**config.mk**
```make
export PLATFORM = sky130hd
export DESIGN_NAME = modbus_frame_crc_value_extractor_top
export DESIGN_NICKNAME = d
export VERILOG_FILES = /design/src/rtl/core/mfce_pkg.sv /design/src/rtl/core/modbus_frame_crc_value_extractor_top.sv /design/src/rtl/core/mfce_frame.sv /design/src/rtl/core/mfce_emit.sv
export SDC_FILE = /design/constraint.sdc
export NUM_CORES = 1
export LEC_CHECK = 0
export ABC_AREA = 1
export ABC_CLOCK_PERIOD_IN_PS = 15500
export BUFFER_PORTS_ARGS = -buffer_cell sky130_fd_sc_hd__buf_2
export CAP_MARGIN = 20
export CORE_MARGIN = 2
export CORE_UTILIZATION = 60
export CTS_BUF_LIST = sky130_fd_sc_hd__clkbuf_4 sky130_fd_sc_hd__clkbuf_8
export DETAILED_ROUTE_END_ITERATION = 8
export PLACE_DENSITY = 0.79
export SYNTH_ARGS = -nofsm -noshare
export SYNTH_HDL_FRONTEND = slang
export SYNTH_SLANG_ARGS = --single-unit
export TNS_END_PERCENT = 100
```
**constraint.sdc**
```tcl
create_clock -name i_clk -period 15.5 [get_ports i_clk]
set_clock_uncertainty 0.2 [all_clocks]
set_input_delay 1.55 -clock i_clk [delete_from_list [all_inputs] [get_ports i_clk]]
set_output_delay 1.55 -clock i_clk [all_outputs]
set_load 0.02 [all_outputs]
```
**src/rtl/core/mfce_pkg.sv**
```systemverilog
// ----------------------------------------------------------------------------
// mfce_pkg
// Shared types, constants and the CRC-16 byte update for the frame checker.
// ----------------------------------------------------------------------------
package mfce_pkg;

    localparam int WORD_COUNT_DEF  = 8;
    localparam int MAX_OUT         = 8;
    localparam int FIRST_WORD_BYTE = 3;

    localparam logic [15:0] CRC_INIT = 16'hFFFF;
    localparam logic [15:0] CRC_POLY = 16'hA001;

    localparam logic [7:0]  FRAME_LENGTH_RST = 8'd42;
    localparam logic [15:0] VALUE_OFFSET_RST = 16'd30000;
    localparam logic [7:0]  COUNT_MAX        = 8'd255;

    // Register indexes on the configuration port (paddr[2]).
    localparam logic REG_FRAME_LENGTH = 1'b0;
    localparam logic REG_VALUE_OFFSET = 1'b1;

    typedef enum logic [1:0] {
        ST_OK  = 2'd0,
        ST_LEN = 2'd1,
        ST_CRC = 2'd2
    } t_status;

    // Frame-end event handed from the frame unit to the result unit.
    typedef struct packed {
        logic    load;
        t_status status;
    } t_done;

    function automatic logic [15:0] crc16_byte(input logic [15:0] crc_in,
                                               input logic [7:0]  data);
        logic [15:0] c;
        c = crc_in ^ {8'h00, data};
        for (int k = 0; k < 8; k++) begin
            c = c[0] ? ((c >> 1) ^ CRC_POLY) : (c >> 1);
        end
        return c;
    endfunction

endpackage

```
**src/rtl/core/modbus_frame_crc_value_extractor_top.sv**
```systemverilog
// A frame-end byte goes through the input register and then loads the result register, which shows its first result.
// Throughput: one byte per cycle while the input is not stalled; results leave at one per cycle when not stalled.
// A frame end waits in the input register until the previous frame's results
// are all gone, so a valid frame's words (up to eight) bound how fast frame ends pass.
// Reset (synchronous, active low) clears the frame state, the result queue and
// the configuration registers to their defaults; stored words are not cleared.
// ----------------------------------------------------------------------------
// modbus_frame_crc_value_extractor_top
// MODBUS RTU frame checker with CRC-16 and big-endian word extraction.
// ----------------------------------------------------------------------------
module modbus_frame_crc_value_extractor_top
    import mfce_pkg::*;
#(
    parameter int WORD_COUNT = WORD_COUNT_DEF
) (
    input  logic        i_clk,
    input  logic        i_rst_n,
    input  logic        psel,
    input  logic        penable,
    input  logic        pwrite,
    input  logic [2:0]  paddr,
    input  logic [31:0] pwdata,
    output logic [31:0] prdata,
    output logic        pready,
    input  logic        i_in_valid,
    output logic        o_in_stall,
    input  logic [7:0]  i_rx_byte,
    input  logic        i_end_of_frame,
    output logic        o_out_valid,
    input  logic        i_out_stall,
    output logic [15:0] o_word_value,
    output logic [2:0]  o_word_index,
    output logic [1:0]  o_frame_status,
    output logic        o_last_result
);

    localparam int NRES = (WORD_COUNT < MAX_OUT) ? WORD_COUNT : MAX_OUT;

    logic [7:0]            r_frame_length;
    logic [15:0]           r_value_offset;
    logic                  wr_en;
    t_done                 done;
    logic                  res_free;
    logic [NRES-1:0][15:0] words;

    assign pready = 1'b1;
    assign wr_en  = psel && penable && pwrite && pready;

    always_ff @(posedge i_clk) begin
        if (!i_rst_n) begin
            r_frame_length <= FRAME_LENGTH_RST;
            r_value_offset <= VALUE_OFFSET_RST;
        end else if (wr_en) begin
            if (paddr[2] == REG_FRAME_LENGTH) begin
                r_frame_length <= pwdata[7:0];
            end else begin
                r_value_offset <= pwdata[15:0];
            end
        end
    end

    always_comb begin
        if (paddr[2] == REG_VALUE_OFFSET) begin
            prdata = {16'h0000, r_value_offset};
        end else begin
            prdata = {24'h000000, r_frame_length};
        end
    end

    mfce_frame #(
        .WORD_COUNT (WORD_COUNT),
        .NRES       (NRES)
    ) u_frame (
        .i_clk          (i_clk),
        .i_rst_n        (i_rst_n),
        .i_in_valid     (i_in_valid),
        .o_in_stall     (o_in_stall),
        .i_rx_byte      (i_rx_byte),
        .i_end_of_frame (i_end_of_frame),
        .i_frame_length (r_frame_length),
        .i_value_offset (r_value_offset),
        .i_res_free     (res_free),
        .o_done         (done),
        .o_words        (words)
    );

    mfce_emit #(
        .WORD_COUNT (WORD_COUNT),
        .NRES       (NRES)
    ) u_emit (
        .i_clk          (i_clk),
        .i_rst_n        (i_rst_n),
        .i_done         (done),
        .i_words        (words),
        .o_res_free     (res_free),
        .o_out_valid    (o_out_valid),
        .i_out_stall    (i_out_stall),
        .o_word_value   (o_word_value),
        .o_word_index   (o_word_index),
        .o_frame_status (o_frame_status),
        .o_last_result  (o_last_result)
    );

endmodule

```
**src/rtl/core/mfce_frame.sv**
```systemverilog
// ----------------------------------------------------------------------------
// mfce_frame
// Input register, byte counter, CRC register, two-byte delay line and
// word store; produces the frame-end status for the result unit.
// ----------------------------------------------------------------------------
module mfce_frame
    import mfce_pkg::*;
#(
    parameter int WORD_COUNT = WORD_COUNT_DEF,
    parameter int NRES       = (WORD_COUNT < MAX_OUT) ? WORD_COUNT : MAX_OUT
) (
    input  logic                  i_clk,
    input  logic                  i_rst_n,
    input  logic                  i_in_valid,
    output logic                  o_in_stall,
    input  logic [7:0]            i_rx_byte,
    input  logic                  i_end_of_frame,
    input  logic [7:0]            i_frame_length,
    input  logic [15:0]           i_value_offset,
    input  logic                  i_res_free,
    output t_done                 o_done,
    output logic [NRES-1:0][15:0] o_words
);

    localparam int MINLEN   = FIRST_WORD_BYTE + 2 * WORD_COUNT + 2;
    localparam int WORD_END = FIRST_WORD_BYTE + 2 * WORD_COUNT;

    logic            r_in_vld;
    logic [7:0]      r_in_byte;
    logic            r_in_eof;
    logic [7:0]      r_count;
    logic [15:0]     r_crc;
    logic [15:0]     r_held;
    logic [7:0]      r_hold;
    logic [15:0]     r_store [NRES];

    logic [7:0]      n_count;
    logic [15:0]     n_crc;
    logic [15:0]     n_held;
    logic [7:0]      n_hold;

    logic            adv;
    logic            proc;
    logic            accept;
    logic [15:0]     crc_upd;
    logic [15:0]     held_upd;
    logic [7:0]      cnt_upd;
    logic [7:0]      rel;
    logic            in_words;
    logic            len_bad;
    logic            crc_bad;

    // A frame-end byte may only move on when the result unit can take it.
    assign adv        = !r_in_eof || i_res_free;
    assign proc       = r_in_vld && adv;
    assign o_in_stall = r_in_vld && !adv;
    assign accept     = i_in_valid && !o_in_stall;

    always_comb begin
        crc_upd  = (r_count >= 8'd2) ? crc16_byte(r_crc, r_held[15:8]) : r_crc;
        held_upd = {r_held[7:0], r_in_byte};
        cnt_upd  = (r_count == COUNT_MAX) ? COUNT_MAX : r_count + 8'd1;
        rel      = r_count - 8'(FIRST_WORD_BYTE);
        in_words = (r_count >= 8'(FIRST_WORD_BYTE)) && (r_count < 8'(WORD_END));
        len_bad  = (cnt_upd == COUNT_MAX) || (cnt_upd != i_frame_length)
                   || (cnt_upd < 8'(MINLEN));
        crc_bad  = (held_upd[15:8] != crc_upd[7:0]) || (held_upd[7:0] != crc_upd[15:8]);
    end

    always_comb begin
        n_count = r_count;
        n_crc   = r_crc;
        n_held  = r_held;
        n_hold  = r_hold;
        if (proc) begin
            if (r_in_eof) begin
                n_count = '0;
                n_crc   = CRC_INIT;
                n_held  = '0;
                n_hold  = '0;
            end else begin
                n_count = cnt_upd;
                n_crc   = crc_upd;
                n_held  = held_upd;
                if (in_words && !rel[0]) begin
                    n_hold = r_in_byte;
                end
            end
        end
    end

    always_comb begin
        o_done.load   = proc && r_in_eof;
        o_done.status = len_bad ? ST_LEN : (crc_bad ? ST_CRC : ST_OK);
        for (int k = 0; k < NRES; k++) begin
            o_words[k] = r_store[k];
        end
    end

    always_ff @(posedge i_clk) begin
        if (!i_rst_n) begin
            r_in_vld <= 1'b0;
            r_count  <= '0;
            r_crc    <= CRC_INIT;
            r_held   <= '0;
            r_hold   <= '0;
        end else begin
            if (accept) begin
                r_in_vld <= 1'b1;
            end else if (proc) begin
                r_in_vld <= 1'b0;
            end
            r_count <= n_count;
            r_crc   <= n_crc;
            r_held  <= n_held;
            r_hold  <= n_hold;
        end
    end

    always_ff @(posedge i_clk) begin
        if (accept) begin
            r_in_byte <= i_rx_byte;
            r_in_eof  <= i_end_of_frame;
        end
    end

    // The offset is applied as the low byte of each word comes in.
    always_ff @(posedge i_clk) begin
        for (int k = 0; k < NRES; k++) begin
            if (proc && in_words && rel[0] && (rel[7:1] == 7'(k))) begin
                r_store[k] <= {r_hold, r_in_byte} - i_value_offset;
            end
        end
    end

endmodule

```
**src/rtl/core/mfce_emit.sv**
```systemverilog
// ----------------------------------------------------------------------------
// mfce_emit
// Result register: holds one frame's burst of words or its status result
// and hands them out one transfer at a time.
// ----------------------------------------------------------------------------
module mfce_emit
    import mfce_pkg::*;
#(
    parameter int WORD_COUNT = WORD_COUNT_DEF,
    parameter int NRES       = (WORD_COUNT < MAX_OUT) ? WORD_COUNT : MAX_OUT
) (
    input  logic                  i_clk,
    input  logic                  i_rst_n,
    input  t_done                 i_done,
    input  logic [NRES-1:0][15:0] i_words,
    output logic                  o_res_free,
    output logic                  o_out_valid,
    input  logic                  i_out_stall,
    output logic [15:0]           o_word_value,
    output logic [2:0]            o_word_index,
    output logic [1:0]            o_frame_status,
    output logic                  o_last_result
);

    localparam int CW = $clog2(NRES + 1);

    logic [CW-1:0]         r_cnt;
    logic [2:0]            r_idx;
    t_status               r_status;
    logic [NRES-1:0][15:0] r_buf;

    logic [CW-1:0]         n_cnt;
    logic [2:0]            n_idx;
    t_status               n_status;
    logic [NRES-1:0][15:0] n_buf;

    logic                  take;

    assign take        = o_out_valid && !i_out_stall;
    assign o_out_valid = (r_cnt != '0);
    assign o_res_free  = (r_cnt == '0) || ((r_cnt == CW'(1)) && take);

    assign o_word_value   = r_buf[0];
    assign o_word_index   = r_idx;
    assign o_frame_status = r_status;
    assign o_last_result  = (r_cnt == CW'(1));

    always_comb begin
        n_cnt    = r_cnt;
        n_idx    = r_idx;
        n_status = r_status;
        n_buf    = r_buf;
        if (i_done.load) begin
            n_idx    = '0;
            n_status = i_done.status;
            if (i_done.status == ST_OK) begin
                n_cnt = CW'(NRES);
                n_buf = i_words;
            end else begin
                n_cnt = CW'(1);
                n_buf = '0;
            end
        end else if (take) begin
            n_cnt = r_cnt - CW'(1);
            n_idx = r_idx + 3'd1;
            for (int k = 0; k < NRES - 1; k++) begin
                n_buf[k] = r_buf[k + 1];
            end
        end
    end

    always_ff @(posedge i_clk) begin
        if (!i_rst_n) begin
            r_cnt    <= '0;
            r_idx    <= '0;
            r_status <= ST_OK;
        end else begin
            r_cnt    <= n_cnt;
            r_idx    <= n_idx;
            r_status <= n_status;
        end
    end

    always_ff @(posedge i_clk) begin
        r_buf <= n_buf;
    end

endmodule

```
==> Word level (Yosys, flattened, before mapping) <==
Memories as Yosys holds them, arrays and structs flattened. A register that Yosys moved wholly into a read port is not among the register bits.
Index checks and enable logic that the tools add are counted.
Widths: inputs -> output; s select.
{ "totals": {"out_inout_bits": 57, "ram_bits": 128, "regBits": 203, "in_bits": 51, "wordCells": 165, "mem_count": 1} }
{ "memory_table": {"columns": ["name", "depth", "width", "rd", "rd_ports_with_merged_regs", "write_ports", "line_no", "rtl"], "rows": [
  ["u_frame.r_store", 8, 16, 8, 1, 1, "mfce_frame.sv:35", "logic [15:0] r_store [NRES];"]
]} }
{ "op_classes": {"addsub": 5, "mux": 63, "n_eq_ne": 13, "order_cmp": 4, "reduce_logical": 49, "bitwise": 11} }
{ "op_table": {"columns": ["cell", "n"], "rows": [
  ["$mux 112", 3],
  ["$mux 16", 19],
  ["$reduce_or 16->1", 7],
  ["$mux 8", 4],
  ["$eq 7x3->1 const B", 4],
  ["$mux 1", 25],
  ["$ne 8x8->1", 3],
  ["$not 2->3", 8],
  ["$mux 3", 7],
  ["$logic_and 1x1->1", 20],
  ["$eq 8x8->1 const B", 2],
  ["$ge 8x2->1 const B", 2],
  ["$lt 8x5->1 const B", 2],
  ["$sub 16x16->16", 1],
  ["$xor 16x8->16", 1],
  ["$eq 7x2->1 const B", 2],
  ["$mux 4", 3],
  ["$add 8x1->8 const B", 1],
  ["$sub 8x2->8 const B", 1],
  ["$eq 7x1->1 const B", 1],
  ["$logic_not 7->1", 1],
  ["$logic_not 1->1", 6],
  ["$reduce_and 2->1", 3],
  ["$reduce_bool 2->1", 3],
  ["other kinds (10)", 16]
]} }

==> Depth between registers and ports, before layout <==
Gate-level depths: netlist (run 1).
{ "logic_depth": {"depth_word": 25, "mapped_depth": 22, "depth_no_buf": 20} }

==> Modules after synthesis <==
A second synthesis (run 1) with hierarchy kept.
{ "unflattened": {"cells_unflattened": 1377, "hier_area_um2": 15039.4} }
{ "by_module_without_submodules": {"columns": ["module", "n_inst", "area_each_um2", "cells_each"], "rows": [
  ["mfce_frame", 1, 8057.7, 795],
  ["mfce_emit", 1, 5684.2, 386],
  ["modbus_frame_crc_value_extractor_top", 1, 1297.5, 196]
]} }

==> Least setup slack after synthesis (run 1) <==
No wires, ideal clock.
{ "synth_timing": {"path_type": "input port to flip-flop", "startpoint": "in i_out_stall", "endpoint": "reg u_emit.r_cnt[3]", "setup_time_ps": 80, "n_path_buf": 1, "slack_ps": 9202, "stages": 10, "arrival_time_ps": 6018, "required_ps": 15220, "path_cell_list": "nor4_1 nor3_1 nor2_1 inv_1 nor2_1 inv_2 clkbuf_1 nand2_1 o21ai_0 a21oi_1"} }
{ "synth_rtl": {"columns": ["element", "line_no", "rtl"], "rows": [
  ["start, declared", "modbus_frame_crc_value_extractor_top.sv:30", "input logic i_out_stall,"],
  ["end signal, assigned", "mfce_emit.sv:78", "r_cnt <= n_cnt;"],
  ["end, declared", "mfce_emit.sv:27", "logic [CW-1:0] r_cnt;"]
]} }

==> results.sh, run 1 <==
export IMPL_setup_tns_ns=0
export IMPL_yosysMostFrequentCell="nand2_1"
export IMPL_cts_tree="done"
export IMPL_final_layout_size_suffix_gt1_share_pct=15.27
export IMPL_synth_area_leaders="edfxtp_1 51%, dfxtp_1 11%, nand2_1 9.6%, inv_1 5.8%, o21ai_0 3.4%"
export IMPL_cts_max_level=2
export IMPL_n_antenna_cell=0
export IMPL_seq_area_frac_synth_pct=62.00
export IMPL_synth_edf_count=265
export IMPL_ios=108
export IMPL_hold_buffers=0
export IMPL_synth_common_cells="396 x nand2_1, 265 x edfxtp_1, 241 x inv_1"
export IMPL_ant_nets=0
export IMPL_path_max_fanout=71
export IMPL_maxCapViolCount=0
export IMPL_grt_usage_pct=24.12
export IMPL_start_kind="input port"
export IMPL_drtIter0Drc=900
export IMPL_path_clk_slew_ns=0.06
export IMPL_portBuffers=72
export IMPL_crit_path_max_incr_delay_ns=0.63
export IMPL_synth_top_family_by_area="simple AND/OR/NAND/NOR gates"
export IMPL_first_global_vias=10311
export IMPL_clock_fmax_mhz=195.4
export IMPL_status="complete, no violations"
export IMPL_antenna_found_initial=0
export IMPL_syn_area_um2=15480
export IMPL_synth_top_flop_cell="edfxtp_1"
export IMPL_clock_sinks=347
export IMPL_max_slew_worst_pin_slew_ns=1.017
export IMPL_routed_via_density=5.269
export IMPL_num_rows=58
export IMPL_cts_buffers=55
export IMPL_clockBufferDepth=3
export IMPL_fin_crit_ns=5.117
export IMPL_synthMuxAreaShare_pct=0
export IMPL_stdcell_area_um2=17070
export IMPL_crit_top_cell="buf_4"
export IMPL_vias=10570
export IMPL_grt_ovfl_total=0
export IMPL_routed_wl_um=32240
export IMPL_cts_root_buf="clkbuf_8"
export IMPL_syn_inst=1557
export IMPL_crit_type="input port to register"
export IMPL_die_area_um2=27100
export IMPL_firstDrtPassIters=7
export IMPL_ys_ff_latch=347
export IMPL_critPathSlowestCell="buf_4"
export IMPL_final_hold_viol_count=0
export IMPL_area_growth_pct=10.27
export IMPL_die_w_um=164.6
export IMPL_post_dp_cell_area_um2=15910
export IMPL_drv_slew=0
export IMPL_grt_setup_unrepaired="no"
export IMPL_end_kind="register"
export IMPL_grt_first_pass_wirelength_um=50980
export IMPL_cp_required_ns=15.70
export IMPL_worstSkewPairLatency_ns=0.59
export IMPL_gp_congestion=0.8925
export IMPL_cts_setup_buffers=0
export IMPL_synth_xor_area_share_pct=1.527
export IMPL_synth_top_area_cell="edfxtp_1"
export IMPL_crit_chain="buf_2 > nor4_1 > nor3_1 > nor2_1 > buf_4 > inv_1 > buf_4 > nor2_2 > clkinv_2 > nor2_2 > nand3_4 > buf_4 > o21ai_0"
export IMPL_synth_compound_area_share_pct=10.52
export IMPL_yosys_area_top_type_share_pct=51.40
export IMPL_initial_core_util_pct=61.31
export IMPL_synth_fa_ha_area_share_pct=1.746
export IMPL_worstHoldPathType="register to register"
export IMPL_yosysUniqueCellTypes=40
export IMPL_syn_area_per_cell_um2=9.944
export IMPL_grt_max_degree=80
export IMPL_power_density_nw_per_um2=158.8
export IMPL_cts_repair_resized=0
export IMPL_leakage_nw=7.491
export IMPL_crit_arrival_ns=5.32
export IMPL_synthSimpleGateAreaFrac_pct=14.67
export IMPL_core_um2=25250
export IMPL_setup_viol=0
export IMPL_die_y_um=164.6
export IMPL_drc=0
export IMPL_yosysWarnings=0
export IMPL_fin_crit_sh_pct=33.01
export IMPL_async_flop_share_pct=0
export IMPL_max_slew_margin_rel_pct=32.11
export IMPL_peakVddDrop_uv=149.7
export IMPL_nets=1701
export IMPL_hpwlAfterDp_um=21430
export IMPL_wl_per_cell_um=16.07
-- logic make-up (layout without fill, tap and decap cells) --
logic type | count (synthesis) | count (layout)
other cells | 2 | 17
simple gates | 558 | 558
compound gates | 268 | 268
fa+ha+maj | 21 | 21
flops | 347 | 347
xor+xnor | 27 | 27
buf+inv | 334 | 438
-- layer usage --
| layer | GRT usage [%] | share of wire [%] | vias to the layer above |
|---|---|---|---|
| met1 | 30.21 | 42 | 4985 |
| met2 | 42.96 | 51 | 301 |
| met3 | 3.842 | 4.9 | 76 |
| met5 | 0 | 0 | - |
| met4 | 7.747 | 2.5 | 0 |
| li1 | - | - | 5208 |
-- worst max-delay path: cells and delay by family --
| family | cells | cell delay, ns |
|---|---|---|
| simple gates | 6 | 1.49 |
| buf+inv | 6 | 1.85 |
| compound gates | 1 | 0.37 |
-- report_power, final --
group          switching, W  total, W  leakage (nW)  internal (W)
Combinational      0.000385  0.000551          3.76      0.000166
Sequential        0.0000717   0.00135          3.13       0.00128
Clock              0.000362  0.000813         0.603      0.000452
Total              0.000818   0.00271          7.49       0.00189
-- cells in the final DEF, fill, tap and decap left out, types with 3 or more instances in the layout --
cell type	count
or2_2	3
inv_2	4
nand4_1	5
nor3_1	7
a21oi_1	77
nand2_2	4
dfxtp_1	82
buf_2	72
conb_1	17
clkinv_2	8
nand3b_1	4
nor2_2	7
buf_4	15
nor2_1	70
nand2_1	395
o211ai_1	13
o21ai_0	105
bufinv_16	5
clkbuf_8	56
xor2_1	20
nand3_1	54
xnor2_1	7
o21ai_2	60
clkbuf_4	11
inv_1	241
a211oi_1	5
o21bai_1	3
ha_1	20
clkinv_1	22
edfxtp_1	265
-- per-stage QoR --
stage | setup slack [ns] | std cells | hold slack (ns) | util (%) | power (W)
6_report | 10.38 | 2006 | 0.2618 | 67.60 | 0.002711
5_1_grt | 10.13 | 2006 | 0.2886 | 67.60 | 0.002843
4_1_cts | 10.36 | 2006 | 0.2692 | 67.60 | 0.002725
2_1_floorplan | 9.202 | 1572 | 0.2389 | - | 0.001782
3_5_place_dp | 9.771 | 1902 | 0.2480 | 62.99 | 0.001918
3_3_place_gp | 9.820 | 1902 | 0.2425 | 62.99 | 0.001877
-- sequential cells by signal, summed over array words and instances (netlist names), 8 cells and up --
register / count
u_frame.r_in_byte: 8
u_emit.o_word_value: 16
u_emit.r_buf: 112
r_value_offset: 16
u_frame.r_store: 128
u_frame.r_hold: 8
u_frame.r_held: 16
u_frame.r_count: 8
r_frame_length: 8
u_frame.r_crc: 16
-- cell type report --
type	instances	area, um2
well taps	330	412.9
fillers	1851	8182
multi-input cells	891	4493
clock buffers	67	853.3
clock inverters	37	312.8
repair buffers	87	473.0
flip-flops and latches	347	9599
inverters	247	928.4
-- final timing paths --
check / startpoint / end / slack, ns / depth (start not counted)
max: i_out_stall / u_emit.o_word_value[10]$_DFFE_PP_ / 10.38 / 13
min: u_emit.r_cnt[1]$_SDFFE_PN0P_ / u_emit.r_cnt[1]$_SDFFE_PN0P_ / 0.26 / 2
max reg2reg: u_emit.r_cnt[1]$_SDFFE_PN0P_ / u_emit.o_word_value[10]$_DFFE_PP_ / 10.78 / 15
min reg2reg: u_emit.r_cnt[1]$_SDFFE_PN0P_ / u_emit.r_cnt[1]$_SDFFE_PN0P_ / 0.26 / 2
Note: power is estimated with default switching activity, not from simulation.
==> inputs of run 2 (changes only) <==
--- a/config.mk
+++ b/config.mk
@@ -6,7 +6,7 @@
 export NUM_CORES = 1
 export LEC_CHECK = 0
 export ABC_AREA = 1
-export ABC_CLOCK_PERIOD_IN_PS = 15500
+export ABC_CLOCK_PERIOD_IN_PS = 5110
 export BUFFER_PORTS_ARGS = -buffer_cell sky130_fd_sc_hd__buf_2
 export CAP_MARGIN = 20
 export CORE_MARGIN = 2
==> constraint.sdc (replaced) <==
create_clock -name i_clk -period 5.11 [get_ports i_clk]
set_clock_uncertainty 0.2 [all_clocks]
set_input_delay 0.511 -clock i_clk [delete_from_list [all_inputs] [get_ports i_clk]]
set_output_delay 0.511 -clock i_clk [all_outputs]
set_load 0.02 [all_outputs]
==> run 2 against run 1 <==
Effect of this change:
- wire length decreased by 0.12%
- die area unchanged
- critical path depth unchanged
- critical endpoint is now u_emit.r_buf[37]$_DFFE_PP_
==> results.sh, run 2 (synthesized netlist as in run 1, its figures left out) <==
export IMPL_mostFrequentLayoutCells="395 x nand2_1, 265 x edfxtp_1, 241 x inv_1"
export IMPL_drtIter0Drc=807
export IMPL_setup_viol=0
export IMPL_worstHoldPathType="input port to register"
export IMPL_portBuffers=72
export IMPL_core_um2=25250
export IMPL_min_delay_start="pwdata[9]"
export IMPL_crit_arrival_ns=3.97
export IMPL_final_common_cell="nand2_1"
export IMPL_vias=10667
export IMPL_max_slew_worst_pin_slew_ns=0.9872
export IMPL_grt_setup_unrepaired="no"
export IMPL_grt_usage_pct=24.19
export IMPL_status="complete, no violations"
export IMPL_n_antenna_cell=0
export IMPL_cts_tree="done"
export IMPL_die_y_um=164.6
export IMPL_first_global_vias=10514
export IMPL_firstDrtPassIters=5
export IMPL_peakVddDrop_uv=559.7
export IMPL_top_regs="u_frame.r_store: 128 flops, u_emit.r_buf: 112 flops"
export IMPL_drc=0
export IMPL_cts_max_level=2
export IMPL_cts_root_buf="clkbuf_8"
export IMPL_routed_wl_um=32200
export IMPL_p_total_w=0.008037
export IMPL_fin_crit_ns=3.934
export IMPL_leakage_nw=7.551
export IMPL_initial_core_util_pct=61.31
export IMPL_crit_type="register to register"
export IMPL_r2r_start="u_emit.r_cnt[1]$_SDFFE_PN0P_"
export IMPL_clock_fmax_mhz=254.2
export IMPL_ios=108
export IMPL_routed_via_density=5.273
export IMPL_grt_first_pass_wirelength_um=51240
export IMPL_largest_reg_flops=128
export IMPL_grt_ovfl_total=0
export IMPL_crit_top_cell="inv_1"
export IMPL_wl_per_cell_um=15.91
export IMPL_critPathSlowestCell="nand2_4"
export IMPL_path_clk_slew_ns=0.06
export IMPL_num_rows=58
export IMPL_cp_startpoint="u_emit.r_cnt[1]$_SDFFE_PN0P_"
export IMPL_start_kind="register"
export IMPL_path_max_fanout=59
export IMPL_grt_max_degree=115
export IMPL_cts_buffers=52
export IMPL_worstSkewPairLatency_ns=0.59
export IMPL_power_density_nw_per_um2=466.8
export IMPL_clock_sinks=347
export IMPL_final_layout_size_suffix_gt1_share_pct=15.00
export IMPL_drv_slew=0
export IMPL_crit_chain="inv_1 > ha_1 > inv_1 > nor4_1 > nor3_1 > nor2_1 > buf_4 > inv_1 > nor2_2 > buf_4 > clkinv_2 > nand2_4 > buf_12"
export IMPL_cp_required_ns=5.15
export IMPL_antenna_found_initial=0
export IMPL_crit_path_max_incr_delay_ns=0.76
export IMPL_final_hold_viol_count=0
export IMPL_maxCapViolCount=0
export IMPL_hpwlAfterDp_um=20940
export IMPL_die_area_um2=27100
export IMPL_area_growth_pct=11.19
export IMPL_max_slew_margin_rel_pct=34.19
export IMPL_gp_congestion=0.9081
export IMPL_die_w_um=164.6
export IMPL_fin_crit_sh_pct=76.98
export IMPL_end_kind="register"
export IMPL_top_register="u_frame.r_store"
export IMPL_clockBufferDepth=3
export IMPL_ant_nets=0
export IMPL_nets=1722
export IMPL_setup_tns_ns=0
## run 2: cell count changes in the layout (fill, tap and decap cells not counted), sizes merged
cell / before / now
inv: 247 / 246
clkinv: 31 / 26
clkinvlp: 1 / 2
buf: 87 / 90
dlygate4sd3: 0 / 21
bufinv: 5 / 2
clkbuf: 67 / 68
## run 2: final timing paths
| check | endpoint | slack [ns] | cells after the start |
|---|---|---|---|
| worst max-delay path | u_emit.r_buf[37]$_DFFE_PP_ | 1.18 | 13 |
| worst min-delay path | r_value_offset[9]$_SDFFE_PN0P_ | 0.03 | 3 |
| worst max register to register | u_emit.r_buf[37]$_DFFE_PP_ | 1.18 | 13 |
| worst min register to register | u_emit.r_cnt[1]$_SDFFE_PN0P_ | 0.27 | 2 |
## run 2: through the flow
| stage | utilization (%) | area, um2 | std cells | setup WS (ns) | hold slack [ns] |
|---|---|---|---|---|---|
| final | 68.17 | 17220 | 2023 | 1.176 | 0.02907 |
| after detailed placement | 63.15 | 15950 | 1905 | 1.159 | 0.2552 |
| after global placement | 63.15 | 15950 | 1905 | 1.191 | 0.2428 |
| after CTS | 68.17 | 17220 | 2023 | 1.165 | 0.006079 |
| after global routing | 68.17 | 17220 | 2023 | 0.8681 | 0.05986 |
| after floorplan | - | 15540 | 1572 | 0.6817 | 0.2389 |
## run 2: per-layer routing
layer  global-route usage, %  vias to the layer above  share of wire, %  wire [um]
met5                       0                        -                 0          0
li1                        -                     5242                 -          -
met3                   3.666                       68               5.0       1618
met4                   8.972                        0               2.7        875
met1                   29.86                     5042                41      13240
met2                   43.15                      315                51      16460
## run 2: critical path, delay by kind of cell (launching register included)
kind	cells	cell delay, ns
flip-flops	1	0.31
adder cells (fa/ha/maj)	1	0.16
AND/OR/NAND/NOR	5	1.24
buffers and inverters	7	1.59
## run 2: what timing repair did
| action | CTS | global route |
|---|---|---|
| buffers inserted | 0 | 0 |
| hold buffers | 21 | 0 |
| endpoints found under the hold margin | 22 | 0 |
| endpoints found under the setup margin | 0 | 0 |
| gates resized for setup | 0 | 0 |
## run 2: power breakdown
| group | leakage [nW] | internal [W] | switching [W] |
|---|---|---|---|
| sequential | 3.13 | 0.00386 | 0.000208 |
| clock | 0.548 | 0.00120 | 0.00106 |
| combinational | 3.87 | 0.000527 | 0.00118 |
| total | 7.55 | 0.00560 | 0.00244 |
## run 2: cell type report
cell class                 instances  area, um2
clock buffer                      68      854.6
clock inverter                    29      201.4
fill                            1824       8039
inverter                         247      928.4
multi-input combinational        891       4488
sequential                       347       9599
tap                              330      412.9
timing repair buffer             111      730.7
